`config.mk`:
```
export PLATFORM = sky130hd
export DESIGN_NAME = cascaded_motor_control_loop
export DESIGN_NICKNAME = d
export VERILOG_FILES = /design/src/hdl/cmlp_pkg.sv /design/src/hdl/cmlp_mul.sv /design/src/hdl/cmlp_datapath.sv /design/src/hdl/cmlp_ctrl.sv /design/src/hdl/cascaded_motor_control_loop.sv
export SDC_FILE = /design/constraint.sdc
export NUM_CORES = 2
export LEC_CHECK = 0
export BUFFER_PORTS_ARGS = -buffer_cell sky130_fd_sc_hd__buf_2
export CORE_MARGIN = 5
export CORE_UTILIZATION = 45
export CTS_CLUSTER_SIZE = 10
export DETAILED_ROUTE_END_ITERATION = 10
export PLACE_DENSITY = 0.69
export SKIP_LAST_GASP = 1
export SLEW_MARGIN = 15
export SYNTH_ARGS = -nofsm -noshare
export SYNTH_HDL_FRONTEND = slang
export SYNTH_SLANG_ARGS = --single-unit
```
`constraint.sdc`:
```
create_clock -name clk -period 9.6 [get_ports clk]
set_input_delay 0.48 -clock clk [delete_from_list [all_inputs] [get_ports clk]]
set_output_delay 0.48 -clock clk [all_outputs]
set_load 0.03 [all_outputs]
```
`src/hdl/cmlp_pkg.sv`:
```
// Shared types and constants of the cascaded motor control loop.
// Payload structs, register indexes, mode codes, controller states and the
// command/status structs between controller and datapath. No dependencies.
package cmlp_pkg;

  // Register file
  localparam int unsigned NUM_CFG   = 8;
  localparam int unsigned CFG_IDX_W = 3;
  localparam int unsigned CFG_W     = 31;

  localparam logic [CFG_IDX_W-1:0] CFG_CURRENT_LIMIT  = 3'd0;
  localparam logic [CFG_IDX_W-1:0] CFG_VELOCITY_LIMIT = 3'd1;
  localparam logic [CFG_IDX_W-1:0] CFG_CURRENT_RAMP   = 3'd2;
  localparam logic [CFG_IDX_W-1:0] CFG_VELOCITY_RAMP  = 3'd3;
  localparam logic [CFG_IDX_W-1:0] CFG_ACCEL_FF_GAIN  = 3'd4;
  localparam logic [CFG_IDX_W-1:0] CFG_POSITION_GAIN  = 3'd5;
  localparam logic [CFG_IDX_W-1:0] CFG_VELOCITY_GAIN  = 3'd6;
  localparam logic [CFG_IDX_W-1:0] CFG_INTEGRAL_GAIN  = 3'd7;

  // Request op and mode codes
  localparam logic OP_TICK  = 1'b0;
  localparam logic OP_RESET = 1'b1;

  localparam logic [2:0] MODE_CURRENT      = 3'd0;
  localparam logic [2:0] MODE_CURRENT_RAMP = 3'd1;
  localparam logic [2:0] MODE_VELOCITY     = 3'd2;
  localparam logic [2:0] MODE_VEL_RAMP     = 3'd3;
  localparam logic [2:0] MODE_POSITION     = 3'd4;

  // Multiplier digit width (one W x MUL_DIGIT_W partial product per cycle)
  localparam int unsigned MUL_DIGIT_W = 16;

  typedef struct packed {
    logic               op;
    logic [2:0]         mode;
    logic signed [31:0] current_demand;
    logic signed [31:0] velocity_demand;
    logic signed [31:0] target_position;
    logic signed [31:0] measured_velocity;
    logic signed [31:0] measured_position;
  } in_item_t;

  typedef struct packed {
    logic signed [31:0] current_command;
    logic               saturated;
    logic signed [31:0] integrator_value;
  } out_item_t;

  typedef enum logic [4:0] {
    ST_IDLE,
    ST_CLAMP,
    ST_SETPT,
    ST_DIFF,
    ST_STEP,
    ST_FF_GO,
    ST_FF_WAIT,
    ST_PERR,
    ST_PG_GO,
    ST_PG_WAIT,
    ST_VCLAMP,
    ST_VERR,
    ST_VG_GO,
    ST_VG_WAIT,
    ST_ADDI,
    ST_SAT,
    ST_IG_GO,
    ST_IG_WAIT,
    ST_OUT
  } state_t;

  typedef enum logic [4:0] {
    DP_NOP,
    DP_LOAD,
    DP_RESET_OP,
    DP_CLAMP,
    DP_SETPT,
    DP_DIFF,
    DP_STEP,
    DP_FF_MUL,
    DP_FF_WR,
    DP_PERR,
    DP_PG_MUL,
    DP_PG_WR,
    DP_VCLAMP,
    DP_VERR,
    DP_VG_MUL,
    DP_VG_WR,
    DP_ADD_INT,
    DP_SAT,
    DP_IG_MUL,
    DP_IG_WR,
    DP_OUT
  } dp_op_t;

  typedef struct packed {
    dp_op_t op;
    logic   sel_vel;
  } ctl_cmd_t;

  typedef struct packed {
    logic       item_op;
    logic [2:0] mode;
    logic       mul_done;
    logic       sat_hit;
  } ctl_stat_t;

endpackage

```
`src/hdl/cmlp_mul.sv`:
```
// Sequential saturating Q-format multiplier: one W x 16 partial product per cycle.
// Result is (a*b) >> F truncated toward zero, saturated to W bits.
// Depends on cmlp_pkg.
module cmlp_mul #(
  parameter int unsigned W = 32,
  parameter int unsigned F = 16
) (
  input  logic                clk,
  input  logic                rst_n,
  input  logic                start,
  input  logic signed [W-1:0] a,
  input  logic signed [W-1:0] b,
  output logic                done,
  output logic signed [W-1:0] result
);

  localparam int unsigned DW   = cmlp_pkg::MUL_DIGIT_W;
  localparam int unsigned NDIG = (W + DW - 1) / DW;
  localparam int unsigned BW   = NDIG * DW;
  localparam int unsigned PW   = W + BW;
  localparam int unsigned CW   = $clog2(NDIG + 1);

  localparam logic [PW-1:0] LIM_POS = {{(PW-W+1){1'b0}}, {(W-1){1'b1}}};
  localparam logic [PW-1:0] LIM_NEG = LIM_POS + 1'b1;

  logic          busy_r, busy_nxt;
  logic          fin_r, fin_nxt;
  logic          done_r, done_nxt;
  logic [CW-1:0] cnt_r, cnt_nxt;
  logic [W-1:0]  a_r, a_nxt;
  logic [BW-1:0] b_r, b_nxt;
  logic          neg_r, neg_nxt;
  logic [PW-1:0] acc_r, acc_nxt;
  logic signed [W-1:0] res_r, res_nxt;

  logic [W-1:0]    mag_a, mag_b;
  logic [W+DW-1:0] part;
  logic [PW-1:0]   mag, lim, mag_c;

  assign mag_a = a[W-1] ? (~a + 1'b1) : a;
  assign mag_b = b[W-1] ? (~b + 1'b1) : b;
  assign part  = a_r * b_r[BW-1 -: DW];
  assign mag   = acc_r >> F;
  assign lim   = neg_r ? LIM_NEG : LIM_POS;
  assign mag_c = (mag > lim) ? lim : mag;

  always_comb begin
    busy_nxt = busy_r;
    fin_nxt  = 1'b0;
    done_nxt = 1'b0;
    cnt_nxt  = cnt_r;
    a_nxt    = a_r;
    b_nxt    = b_r;
    neg_nxt  = neg_r;
    acc_nxt  = acc_r;
    res_nxt  = res_r;
    if (start) begin
      busy_nxt = 1'b1;
      cnt_nxt  = CW'(NDIG);
      a_nxt    = mag_a;
      b_nxt    = BW'(mag_b);
      neg_nxt  = a[W-1] ^ b[W-1];
      acc_nxt  = '0;
    end else if (busy_r) begin
      // most significant digit first: shift the partial sum, add the next product
      acc_nxt = (acc_r << DW) + PW'(part);
      b_nxt   = b_r << DW;
      cnt_nxt = cnt_r - 1'b1;
      if (cnt_r == CW'(1)) begin
        busy_nxt = 1'b0;
        fin_nxt  = 1'b1;
      end
    end else if (fin_r) begin
      res_nxt  = neg_r ? (~mag_c[W-1:0] + 1'b1) : mag_c[W-1:0];
      done_nxt = 1'b1;
    end
  end

  always_ff @(posedge clk) begin
    if (!rst_n) begin
      busy_r <= 1'b0;
      fin_r  <= 1'b0;
      done_r <= 1'b0;
      cnt_r  <= '0;
    end else begin
      busy_r <= busy_nxt;
      fin_r  <= fin_nxt;
      done_r <= done_nxt;
      cnt_r  <= cnt_nxt;
    end
  end

  always_ff @(posedge clk) begin
    a_r   <= a_nxt;
    b_r   <= b_nxt;
    neg_r <= neg_nxt;
    acc_r <= acc_nxt;
    res_r <= res_nxt;
  end

  assign done   = done_r;
  assign result = res_r;

endmodule

```
`src/hdl/cmlp_datapath.sv`:
```
// Datapath of the motor control loop: register file, captured request, setpoints,
// integrator, saturating add/clamp logic and the output register.
// Depends on cmlp_pkg and cmlp_mul.
module cmlp_datapath #(
  parameter int unsigned W = 32,
  parameter int unsigned F = 16
) (
  input  logic                               clk,
  input  logic                               rst_n,
  input  cmlp_pkg::ctl_cmd_t                 cmd,
  output cmlp_pkg::ctl_stat_t                stat,
  input  cmlp_pkg::in_item_t                 in_data,
  input  logic                               cfg_we,
  input  logic [cmlp_pkg::CFG_IDX_W-1:0]     cfg_addr,
  input  logic [cmlp_pkg::CFG_W-1:0]         cfg_wdata,
  output cmlp_pkg::out_item_t                out_data
);

  localparam logic signed [W-1:0]  VMAX   = {1'b0, {(W-1){1'b1}}};
  localparam logic signed [W-1:0]  VMIN   = {1'b1, {(W-1){1'b0}}};
  localparam logic signed [63:0]   VMAX64 = (64'sd1 <<< (W-1)) - 64'sd1;
  localparam logic signed [63:0]   VMIN64 = -VMAX64 - 64'sd1;
  localparam logic [63:0]          VMAXU  = VMAX64;

  function automatic logic signed [W-1:0] sat_wide(input logic [W:0] s);
    if (s[W] != s[W-1]) begin
      return s[W] ? VMIN : VMAX;
    end
    return s[W-1:0];
  endfunction

  function automatic logic signed [W-1:0] add_s(input logic signed [W-1:0] x,
                                                input logic signed [W-1:0] y);
    return sat_wide({x[W-1], x} + {y[W-1], y});
  endfunction

  function automatic logic signed [W-1:0] sub_s(input logic signed [W-1:0] x,
                                                input logic signed [W-1:0] y);
    return sat_wide({x[W-1], x} - {y[W-1], y});
  endfunction

  function automatic logic signed [W-1:0] clamp_sym(input logic signed [W-1:0] v,
                                                    input logic signed [W-1:0] lim);
    logic signed [W-1:0] nl;
    nl = -lim;
    if (v > lim) return lim;
    if (v < nl) return nl;
    return v;
  endfunction

  function automatic logic signed [W-1:0] in_conv(input logic [31:0] x);
    logic signed [63:0] t;
    t = {{32{x[31]}}, x};
    if (t > VMAX64) return VMAX;
    if (t < VMIN64) return VMIN;
    return t[W-1:0];
  endfunction

  function automatic logic signed [W-1:0] cfg_conv(input logic [cmlp_pkg::CFG_W-1:0] x);
    logic [63:0] t;
    t = {{(64-cmlp_pkg::CFG_W){1'b0}}, x};
    if (t > VMAXU) return VMAX;
    return t[W-1:0];
  endfunction

  function automatic logic [31:0] to_out(input logic signed [W-1:0] v);
    logic [63:0] t;
    t = {{(64-W){v[W-1]}}, v};
    return t[31:0];
  endfunction

  // Registers with reset: configuration and controller state
  logic signed [W-1:0] cfg_r [cmlp_pkg::NUM_CFG];
  logic signed [W-1:0] pos_sp_r, pos_sp_nxt;
  logic signed [W-1:0] vel_sp_r, vel_sp_nxt;
  logic signed [W-1:0] cur_sp_r, cur_sp_nxt;
  logic signed [W-1:0] integ_r, integ_nxt;

  // Working registers
  logic                op_r, op_nxt;
  logic [2:0]          mode_r, mode_nxt;
  logic signed [W-1:0] tc_r, tc_nxt, tv_r, tv_nxt, tp_r, tp_nxt;
  logic signed [W-1:0] mv_r, mv_nxt, mp_r, mp_nxt;
  logic signed [W-1:0] tclamp_r, tclamp_nxt;
  logic signed [W-1:0] diff_r, diff_nxt;
  logic signed [W-1:0] step_r, step_nxt;
  logic signed [W-1:0] vdes_r, vdes_nxt;
  logic signed [W-1:0] verr_r, verr_nxt;
  logic signed [W-1:0] cmd_r, cmd_nxt;
  logic                satd_r, satd_nxt;
  cmlp_pkg::out_item_t out_r, out_nxt;

  logic signed [W-1:0] lim_i, lim_v;
  logic signed [W-1:0] sp_sel, tgt_sel, lim_sel, rs_sel;
  logic signed [W-1:0] step_calc, nsp, neg_lim;
  logic                sat_hi, sat_lo;
  logic                mul_start, mul_done;
  logic signed [W-1:0] mul_a, mul_b, mul_res;

  assign lim_i   = cfg_r[cmlp_pkg::CFG_CURRENT_LIMIT];
  assign lim_v   = cfg_r[cmlp_pkg::CFG_VELOCITY_LIMIT];
  assign sp_sel  = cmd.sel_vel ? vel_sp_r : cur_sp_r;
  assign tgt_sel = cmd.sel_vel ? tv_r : tc_r;
  assign lim_sel = cmd.sel_vel ? lim_v : lim_i;
  assign rs_sel  = cmd.sel_vel ? cfg_r[cmlp_pkg::CFG_VELOCITY_RAMP]
                               : cfg_r[cmlp_pkg::CFG_CURRENT_RAMP];
  assign step_calc = clamp_sym(diff_r, rs_sel);
  assign nsp       = add_s(sp_sel, step_calc);
  assign neg_lim   = -lim_i;
  assign sat_hi    = cmd_r > lim_i;
  assign sat_lo    = cmd_r < neg_lim;

  // Multiplier operand select
  always_comb begin
    mul_start = 1'b1;
    mul_a     = verr_r;
    mul_b     = cfg_r[cmlp_pkg::CFG_INTEGRAL_GAIN];
    unique case (cmd.op)
      cmlp_pkg::DP_FF_MUL: begin
        mul_a = step_r;
        mul_b = cfg_r[cmlp_pkg::CFG_ACCEL_FF_GAIN];
      end
      cmlp_pkg::DP_PG_MUL: begin
        mul_a = diff_r;
        mul_b = cfg_r[cmlp_pkg::CFG_POSITION_GAIN];
      end
      cmlp_pkg::DP_VG_MUL: begin
        mul_a = verr_r;
        mul_b = cfg_r[cmlp_pkg::CFG_VELOCITY_GAIN];
      end
      cmlp_pkg::DP_IG_MUL: begin
        mul_a = verr_r;
        mul_b = cfg_r[cmlp_pkg::CFG_INTEGRAL_GAIN];
      end
      default: mul_start = 1'b0;
    endcase
  end

  cmlp_mul #(
    .W (W),
    .F (F)
  ) u_mul (
    .clk    (clk),
    .rst_n  (rst_n),
    .start  (mul_start),
    .a      (mul_a),
    .b      (mul_b),
    .done   (mul_done),
    .result (mul_res)
  );

  always_comb begin
    pos_sp_nxt = pos_sp_r;
    vel_sp_nxt = vel_sp_r;
    cur_sp_nxt = cur_sp_r;
    integ_nxt  = integ_r;
    op_nxt     = op_r;
    mode_nxt   = mode_r;
    tc_nxt     = tc_r;
    tv_nxt     = tv_r;
    tp_nxt     = tp_r;
    mv_nxt     = mv_r;
    mp_nxt     = mp_r;
    tclamp_nxt = tclamp_r;
    diff_nxt   = diff_r;
    step_nxt   = step_r;
    vdes_nxt   = vdes_r;
    verr_nxt   = verr_r;
    cmd_nxt    = cmd_r;
    satd_nxt   = satd_r;
    out_nxt    = out_r;
    unique case (cmd.op)
      cmlp_pkg::DP_LOAD: begin
        op_nxt   = in_data.op;
        mode_nxt = in_data.mode;
        tc_nxt   = in_conv(in_data.current_demand);
        tv_nxt   = in_conv(in_data.velocity_demand);
        tp_nxt   = in_conv(in_data.target_position);
        mv_nxt   = in_conv(in_data.measured_velocity);
        mp_nxt   = in_conv(in_data.measured_position);
      end
      cmlp_pkg::DP_RESET_OP: begin
        integ_nxt  = '0;
        vel_sp_nxt = '0;
        cur_sp_nxt = '0;
        pos_sp_nxt = mp_r;
        cmd_nxt    = '0;
        satd_nxt   = 1'b0;
      end
      cmlp_pkg::DP_CLAMP: tclamp_nxt = clamp_sym(tgt_sel, lim_sel);
      cmlp_pkg::DP_SETPT: begin
        case (mode_r)
          cmlp_pkg::MODE_CURRENT: begin
            cur_sp_nxt = tclamp_r;
            cmd_nxt    = tclamp_r;
          end
          cmlp_pkg::MODE_VELOCITY: begin
            vel_sp_nxt = tclamp_r;
            vdes_nxt   = tclamp_r;
          end
          cmlp_pkg::MODE_POSITION: pos_sp_nxt = tp_r;
          default: ;
        endcase
      end
      cmlp_pkg::DP_DIFF: diff_nxt = sub_s(tclamp_r, sp_sel);
      cmlp_pkg::DP_STEP: begin
        step_nxt = step_calc;
        if (cmd.sel_vel) begin
          vel_sp_nxt = nsp;
          vdes_nxt   = nsp;
        end else begin
          cur_sp_nxt = nsp;
          cmd_nxt    = nsp;
        end
      end
      cmlp_pkg::DP_FF_WR:   cur_sp_nxt = mul_res;
      cmlp_pkg::DP_PERR:    diff_nxt   = sub_s(pos_sp_r, mp_r);
      cmlp_pkg::DP_PG_WR:   vdes_nxt   = add_s(vel_sp_r, mul_res);
      cmlp_pkg::DP_VCLAMP:  vdes_nxt   = clamp_sym(vdes_r, lim_v);
      cmlp_pkg::DP_VERR:    verr_nxt   = sub_s(vdes_r, mv_r);
      cmlp_pkg::DP_VG_WR:   cmd_nxt    = add_s(cur_sp_r, mul_res);
      cmlp_pkg::DP_ADD_INT: cmd_nxt    = add_s(cmd_r, integ_r);
      cmlp_pkg::DP_SAT: begin
        // at the limit exactly is not saturation
        satd_nxt = sat_hi | sat_lo;
        if (sat_lo) begin
          cmd_nxt = neg_lim;
        end else if (sat_hi) begin
          cmd_nxt = lim_i;
        end
      end
      cmlp_pkg::DP_IG_WR: integ_nxt = add_s(integ_r, mul_res);
      cmlp_pkg::DP_OUT: begin
        out_nxt.current_command  = to_out(cmd_r);
        out_nxt.saturated        = satd_r;
        out_nxt.integrator_value = to_out(integ_r);
      end
      default: ;
    endcase
  end

  always_ff @(posedge clk) begin
    if (!rst_n) begin
      for (int i = 0; i < cmlp_pkg::NUM_CFG; i++) begin
        cfg_r[i] <= '0;
      end
      pos_sp_r <= '0;
      vel_sp_r <= '0;
      cur_sp_r <= '0;
      integ_r  <= '0;
    end else begin
      if (cfg_we) begin
        cfg_r[cfg_addr] <= cfg_conv(cfg_wdata);
      end
      pos_sp_r <= pos_sp_nxt;
      vel_sp_r <= vel_sp_nxt;
      cur_sp_r <= cur_sp_nxt;
      integ_r  <= integ_nxt;
    end
  end

  always_ff @(posedge clk) begin
    op_r     <= op_nxt;
    mode_r   <= mode_nxt;
    tc_r     <= tc_nxt;
    tv_r     <= tv_nxt;
    tp_r     <= tp_nxt;
    mv_r     <= mv_nxt;
    mp_r     <= mp_nxt;
    tclamp_r <= tclamp_nxt;
    diff_r   <= diff_nxt;
    step_r   <= step_nxt;
    vdes_r   <= vdes_nxt;
    verr_r   <= verr_nxt;
    cmd_r    <= cmd_nxt;
    satd_r   <= satd_nxt;
    out_r    <= out_nxt;
  end

  assign stat.item_op  = op_r;
  assign stat.mode     = mode_r;
  assign stat.mul_done = mul_done;
  assign stat.sat_hit  = sat_hi | sat_lo;
  assign out_data      = out_r;

endmodule

```
`src/hdl/cmlp_ctrl.sv`:
```
// Controller of the motor control loop: sequences the datapath through one
// request and owns the input ready and output valid handshake.
// Depends on cmlp_pkg.
module cmlp_ctrl (
  input  logic                clk,
  input  logic                rst_n,
  input  logic                in_valid,
  output logic                in_ready,
  output logic                out_valid,
  input  logic                out_ready,
  input  cmlp_pkg::ctl_stat_t stat,
  output cmlp_pkg::ctl_cmd_t  cmd
);

  cmlp_pkg::state_t state_r, state_nxt;
  logic             out_valid_r, out_valid_nxt;
  logic             out_free;
  logic             loop_mode;

  assign out_free  = !out_valid_r || out_ready;
  // velocity loop runs for every mode from velocity upward
  assign loop_mode = stat.mode >= cmlp_pkg::MODE_VELOCITY;

  // Next state
  always_comb begin
    state_nxt = state_r;
    unique case (state_r)
      cmlp_pkg::ST_IDLE: begin
        if (in_valid) state_nxt = cmlp_pkg::ST_CLAMP;
      end
      cmlp_pkg::ST_CLAMP: begin
        if (stat.item_op == cmlp_pkg::OP_RESET) begin
          state_nxt = cmlp_pkg::ST_OUT;
        end else begin
          case (stat.mode) inside
            cmlp_pkg::MODE_CURRENT, cmlp_pkg::MODE_VELOCITY, cmlp_pkg::MODE_POSITION:
              state_nxt = cmlp_pkg::ST_SETPT;
            cmlp_pkg::MODE_CURRENT_RAMP, cmlp_pkg::MODE_VEL_RAMP:
              state_nxt = cmlp_pkg::ST_DIFF;
            default: state_nxt = cmlp_pkg::ST_PERR;
          endcase
        end
      end
      cmlp_pkg::ST_SETPT: begin
        case (stat.mode)
          cmlp_pkg::MODE_CURRENT:  state_nxt = cmlp_pkg::ST_SAT;
          cmlp_pkg::MODE_VELOCITY: state_nxt = cmlp_pkg::ST_VERR;
          default:                 state_nxt = cmlp_pkg::ST_PERR;
        endcase
      end
      cmlp_pkg::ST_DIFF: state_nxt = cmlp_pkg::ST_STEP;
      cmlp_pkg::ST_STEP: begin
        state_nxt = (stat.mode == cmlp_pkg::MODE_VEL_RAMP) ? cmlp_pkg::ST_FF_GO
                                                           : cmlp_pkg::ST_SAT;
      end
      cmlp_pkg::ST_FF_GO: state_nxt = cmlp_pkg::ST_FF_WAIT;
      cmlp_pkg::ST_FF_WAIT: begin
        if (stat.mul_done) state_nxt = cmlp_pkg::ST_VERR;
      end
      cmlp_pkg::ST_PERR:  state_nxt = cmlp_pkg::ST_PG_GO;
      cmlp_pkg::ST_PG_GO: state_nxt = cmlp_pkg::ST_PG_WAIT;
      cmlp_pkg::ST_PG_WAIT: begin
        if (stat.mul_done) state_nxt = cmlp_pkg::ST_VCLAMP;
      end
      cmlp_pkg::ST_VCLAMP: state_nxt = cmlp_pkg::ST_VERR;
      cmlp_pkg::ST_VERR:   state_nxt = cmlp_pkg::ST_VG_GO;
      cmlp_pkg::ST_VG_GO:  state_nxt = cmlp_pkg::ST_VG_WAIT;
      cmlp_pkg::ST_VG_WAIT: begin
        if (stat.mul_done) state_nxt = cmlp_pkg::ST_ADDI;
      end
      cmlp_pkg::ST_ADDI: state_nxt = cmlp_pkg::ST_SAT;
      cmlp_pkg::ST_SAT: begin
        // freeze the integrator while the command saturates
        state_nxt = (!stat.sat_hit && loop_mode) ? cmlp_pkg::ST_IG_GO : cmlp_pkg::ST_OUT;
      end
      cmlp_pkg::ST_IG_GO: state_nxt = cmlp_pkg::ST_IG_WAIT;
      cmlp_pkg::ST_IG_WAIT: begin
        if (stat.mul_done) state_nxt = cmlp_pkg::ST_OUT;
      end
      cmlp_pkg::ST_OUT: begin
        if (out_free) state_nxt = cmlp_pkg::ST_IDLE;
      end
      default: state_nxt = cmlp_pkg::ST_IDLE;
    endcase
  end

  // Outputs
  always_comb begin
    cmd.op      = cmlp_pkg::DP_NOP;
    cmd.sel_vel = (stat.mode == cmlp_pkg::MODE_VELOCITY) ||
                  (stat.mode == cmlp_pkg::MODE_VEL_RAMP);
    in_ready    = 1'b0;
    unique case (state_r)
      cmlp_pkg::ST_IDLE: begin
        in_ready = 1'b1;
        if (in_valid) cmd.op = cmlp_pkg::DP_LOAD;
      end
      cmlp_pkg::ST_CLAMP: begin
        cmd.op = (stat.item_op == cmlp_pkg::OP_RESET) ? cmlp_pkg::DP_RESET_OP
                                                      : cmlp_pkg::DP_CLAMP;
      end
      cmlp_pkg::ST_SETPT:  cmd.op = cmlp_pkg::DP_SETPT;
      cmlp_pkg::ST_DIFF:   cmd.op = cmlp_pkg::DP_DIFF;
      cmlp_pkg::ST_STEP:   cmd.op = cmlp_pkg::DP_STEP;
      cmlp_pkg::ST_FF_GO:  cmd.op = cmlp_pkg::DP_FF_MUL;
      cmlp_pkg::ST_FF_WAIT: begin
        if (stat.mul_done) cmd.op = cmlp_pkg::DP_FF_WR;
      end
      cmlp_pkg::ST_PERR:   cmd.op = cmlp_pkg::DP_PERR;
      cmlp_pkg::ST_PG_GO:  cmd.op = cmlp_pkg::DP_PG_MUL;
      cmlp_pkg::ST_PG_WAIT: begin
        if (stat.mul_done) cmd.op = cmlp_pkg::DP_PG_WR;
      end
      cmlp_pkg::ST_VCLAMP: cmd.op = cmlp_pkg::DP_VCLAMP;
      cmlp_pkg::ST_VERR:   cmd.op = cmlp_pkg::DP_VERR;
      cmlp_pkg::ST_VG_GO:  cmd.op = cmlp_pkg::DP_VG_MUL;
      cmlp_pkg::ST_VG_WAIT: begin
        if (stat.mul_done) cmd.op = cmlp_pkg::DP_VG_WR;
      end
      cmlp_pkg::ST_ADDI:   cmd.op = cmlp_pkg::DP_ADD_INT;
      cmlp_pkg::ST_SAT:    cmd.op = cmlp_pkg::DP_SAT;
      cmlp_pkg::ST_IG_GO:  cmd.op = cmlp_pkg::DP_IG_MUL;
      cmlp_pkg::ST_IG_WAIT: begin
        if (stat.mul_done) cmd.op = cmlp_pkg::DP_IG_WR;
      end
      cmlp_pkg::ST_OUT: begin
        if (out_free) cmd.op = cmlp_pkg::DP_OUT;
      end
      default: ;
    endcase
  end

  always_comb begin
    out_valid_nxt = out_valid_r && !out_ready;
    if (state_r == cmlp_pkg::ST_OUT && out_free) out_valid_nxt = 1'b1;
  end

  always_ff @(posedge clk) begin
    if (!rst_n) begin
      state_r     <= cmlp_pkg::ST_IDLE;
      out_valid_r <= 1'b0;
    end else begin
      state_r     <= state_nxt;
      out_valid_r <= out_valid_nxt;
    end
  end

  assign out_valid = out_valid_r;

endmodule

```
`src/hdl/cascaded_motor_control_loop.sv`:
```
// Cascaded position/velocity PI current controller, one request at a time.
// The shared multiplier takes one 16-bit digit per cycle, NDIG = ceil(VALUE_WIDTH/16)
// digits per product (2 at 32 bits), and serves up to three products per tick.
// Next request is taken the cycle after the result enters the output register.
// Synchronous active-low reset clears configuration registers, setpoints and integrator to zero.
module cascaded_motor_control_loop #(
  parameter int unsigned VALUE_WIDTH   = 32,
  parameter int unsigned FRACTION_BITS = 16
) (
  input  logic                           clk,
  input  logic                           rst_n,
  input  logic                           in_valid,
  output logic                           in_ready,
  input  cmlp_pkg::in_item_t             in_data,
  output logic                           out_valid,
  input  logic                           out_ready,
  output cmlp_pkg::out_item_t            out_data,
  input  logic                           cfg_we,
  input  logic [cmlp_pkg::CFG_IDX_W-1:0] cfg_addr,
  input  logic [cmlp_pkg::CFG_W-1:0]     cfg_wdata
);

  cmlp_pkg::ctl_cmd_t  cmd;
  cmlp_pkg::ctl_stat_t stat;

  cmlp_ctrl u_ctrl (
    .clk       (clk),
    .rst_n     (rst_n),
    .in_valid  (in_valid),
    .in_ready  (in_ready),
    .out_valid (out_valid),
    .out_ready (out_ready),
    .stat      (stat),
    .cmd       (cmd)
  );

  cmlp_datapath #(
    .W (VALUE_WIDTH),
    .F (FRACTION_BITS)
  ) u_dp (
    .clk       (clk),
    .rst_n     (rst_n),
    .cmd       (cmd),
    .stat      (stat),
    .in_data   (in_data),
    .cfg_we    (cfg_we),
    .cfg_addr  (cfg_addr),
    .cfg_wdata (cfg_wdata),
    .out_data  (out_data)
  );

endmodule

```
==> impl_results.md <==
* Status: complete, no violations
* Simple-gate area share of the yosys netlist at 0.1594
* R2r worst-path depth at 35
* Commonest register cell after synthesis: edfxtp_1
* Synthesis Warnings at 0
* Compound-Gate Fraction of Synth Area at 0.1684
* Combined flip-flop and latch cell area at 27100 um^2
* Overall via count from detail_route at 71520
* Gate Count Post-Synth at 8992
* Post-route setup TNS at 0 ns
* Number of antenna violations at the first check in global routing at 31
* Share of synthesized cell area in full adder, half adder and majority cells at 0.2129
* Worst slew margin relative to its limit at 0.06598
* Mean number of vias per cell at 6.100
* Most area-consuming cells after synthesis: edfxtp_1 28%, fa_1 11%, ha_1 10%
* Final weighted congestion in routability-driven placement at 1.035
* Worst path buffer plus inverter count at 4
* Total Die Area at 193100 um^2
* Number of failing hold endpoints at the final stage at 0
* Buffers from clock root to sink, at most at 3
* Number of logic stages on the critical path including buffering at 35
* # setup viols final at 0
* H-tree depth at 3
* Most flop-heavy register: u_dp.cfg_r
* Largest register FFs at 248
* Height of the chip at 439.5 um
* Setup crit start kind: flip-flop
* Class of the most critical hold timing path: in2reg
* IO Port Bufs at 269
* Cell with the most instances after synthesis: nand2_1
* Area fraction of the dominant cell type after synthesis at 0.2775
* Layout fillers at 16820
* Combinational family with the most area after synthesis: adder cells
* Number of sinks handled by clock tree synthesis at 970
* Area used by multi-input combinational logic at 51020 um^2
* DRT Pass-1 Iters at 7
* Critical Path AT at 9.61 ns
* Post-detailed-routing wire length at 331300 um
* Number of cell rows at 157
* Number of nets with antenna violations after routing at 0
* Count of max-cap constraint violations at 0
* Mux contribution to synthesized area at 0.02441
* Share of cells above drive strength 1 at 0.07737
* Fin crit share at 0.9518
* Commonest cells in the synthesized netlist: 979 x nand2_1, 785 x inv_1, 767 x edfxtp_1
* Final routed DRC violation total at 0
* Hold-critical path depth at 2
* Count of state elements after synthesis at 970
* Pins over their slew limit at 0
* Initial DRC count at 7615
* Sequential share of the synthesized area at 0.3265
* Clock tree from TritonCTS: done
* Post-synthesis instance area at 83000 um^2
* Endpoint class of the critical path: flip-flop
* CP top delay family: compound AO/OA/AOI/OAI gates
* Overall track demand over capacity in global routing at 0.3353
* Mean area per synthesized cell at 9.230 um^2
* Initial cell density of the core at 0.4529
* Core Region at 183300 um^2
* Number of library cell types mapped by synthesis at 107
* Share of synthesized flip-flops with an asynchronous set or reset at 0
* Detailed placer's ending HPWL at 259900 um
* First-pass GRT wire length at 475100 um
* Mean routed wirelength per cell at 28.26 um
* Clock-pin slew reported for the worst setup and hold paths after clock tree synthesis at 0.06 ns
* Post-synthesis net count at 10330
* Minimum period implied by the final worst setup slack at 9.137 ns
* Top-level I/O count at 270
* Gr ovfl total at 0
* Syn-to-layout area delta at 11.01%
* Maximum net fanout on the critical path at 36
* Highest clock rate at 109.4 MHz
* Cell type contributing the most total cell area after synthesis: edfxtp_1
* RSZ-0062 raised after global routing: no
* Chip Width at 439.5 um
* Post-Route Skew at 0.09982 ns
* Post-synthesis xor/xnor area fraction at 0.04675
* Clk Tree Root Cell: clkbuf_16
* Pin count of the biggest net entering global routing at 80
* Worst EP required at 10.07 ns
* Number of clock buffers inserted by TritonCTS at 115
* Worst stage delay on the critical path at 0.49 ns
* Standard cell with the maximum stage delay on the critical path: o31ai_4
* Worst-Margin Slew at 1.386 ns
* Via count of the first global-routing pass at 69940
* Final-stage net count at 10490
* Kind of critical path: reg2reg
* Post-synth EDFFs at 767
* Clock network latency to the later pin of the worst-skew pair at 0.82 ns
[routing by layer]
metal / wire [um] / vias up / GRT usage
li1: - / 31890 / -
met4: 24980 / 14 / 0.2106
met5: 78 / - / 0
met1: 129600 / 35120 / 0.4284
met2: 144900 / 3631 / 0.5164
met3: 31730 / 860 / 0.07468
[cells in the final DEF (no fill, tap or decap), types with 24 or more instances in the layout]
cell,Yosys,layout
fa_1,458,458
o21ai_0,539,528
nand4_1,135,135
o211ai_1,78,78
xor2_1,128,128
clkbuf_1,510,60
or3_1,41,41
nor3_1,132,124
a31oi_1,59,59
xnor2_1,315,314
nand2_1,979,978
a21oi_1,619,615
o21bai_1,41,41
a221oi_1,35,35
nand2b_1,66,65
a21o_1,224,224
a22oi_1,24,24
and2_1,445,445
nor2b_1,82,81
clkbuf_16,0,116
nor2_1,471,467
ha_1,677,677
a222oi_1,39,39
dlygate4sd3_1,0,164
o21a_1,100,100
and3_1,68,66
buf_2,26,269
nor4_1,35,34
edfxtp_1,767,767
o22ai_1,42,41
buf_4,1,167
o31ai_1,41,41
dfxtp_1,203,202
a211oi_1,72,69
inv_1,785,782
nand3_1,127,127
mux2i_1,181,178
o2111ai_1,25,25
[cell families (layout without fill, tap and decap cells)]
logic type / Yosys count / after routing
simple gates: 2702 / 2702
compound gates: 2188 / 2188
buf+inv: 1351 / 1600
fa+ha+maj: 1138 / 1138
flops: 970 / 970
xor+xnor: 443 / 443
mux: 200 / 200
other cells: 0 / 18
[what timing repair did]
action | CTS | global route
resized for setup | 0 | 4
setup endpoints to repair | 0 | 8
hold endpoints to repair | 164 | 0
buffers inserted | 0 | 1
hold buffers | 164 | 0
[per-stage QoR]
step / utilization / hold WS [ns] / instances / worst slack [ns] / cell area, um^2
floorplan: - / 0.4003 / 8992 / 0.08457 / 83000
global placement: 0.4734 / 0.4424 / 11330 / 0.6328 / 86770
detailed placement: 0.4734 / 0.4515 / 11330 / 0.4156 / 86770
CTS: 0.5023 / 0.1720 / 11700 / 0.4092 / 92070
global route: 0.5025 / 0.2038 / 11710 / 0.1124 / 92090
finish: 0.5027 / 0.2234 / 11720 / 0.4630 / 92140
[path summary, 6_finish.rpt]
check	from	to	slack [ns]
min reg2reg	u_dp.u_mul.acc_r[48]$_SDFFE_PN0P_	u_dp.u_mul.acc_r[48]$_SDFFE_PN0P_	0.46
max reg2reg	u_dp.mode_r[2]$_DFFE_PN_	u_dp.cmd_r[2]$_DFFE_PP_	0.46
max	u_dp.mode_r[2]$_DFFE_PN_	u_dp.cmd_r[2]$_DFFE_PP_	0.46
min	cfg_wdata[20]	u_dp.cfg_r[1][20]$_SDFFCE_PN0P_	0.22
[layout make-up]
cell class	instances	share of cell area
well taps	2464	0.03346
diodes	18	0.0004889
clock inverters	22	0.003924
clock buffers	188	0.03574
repair buffers	602	0.04647
multi-input cells	6671	0.5537
flip-flops and latches	970	0.2941
inverters	788	0.03212
Power is left out: the tool's default activity adds up to more than one toggle a clock period on the data nets, which glitch-free logic cannot reach.
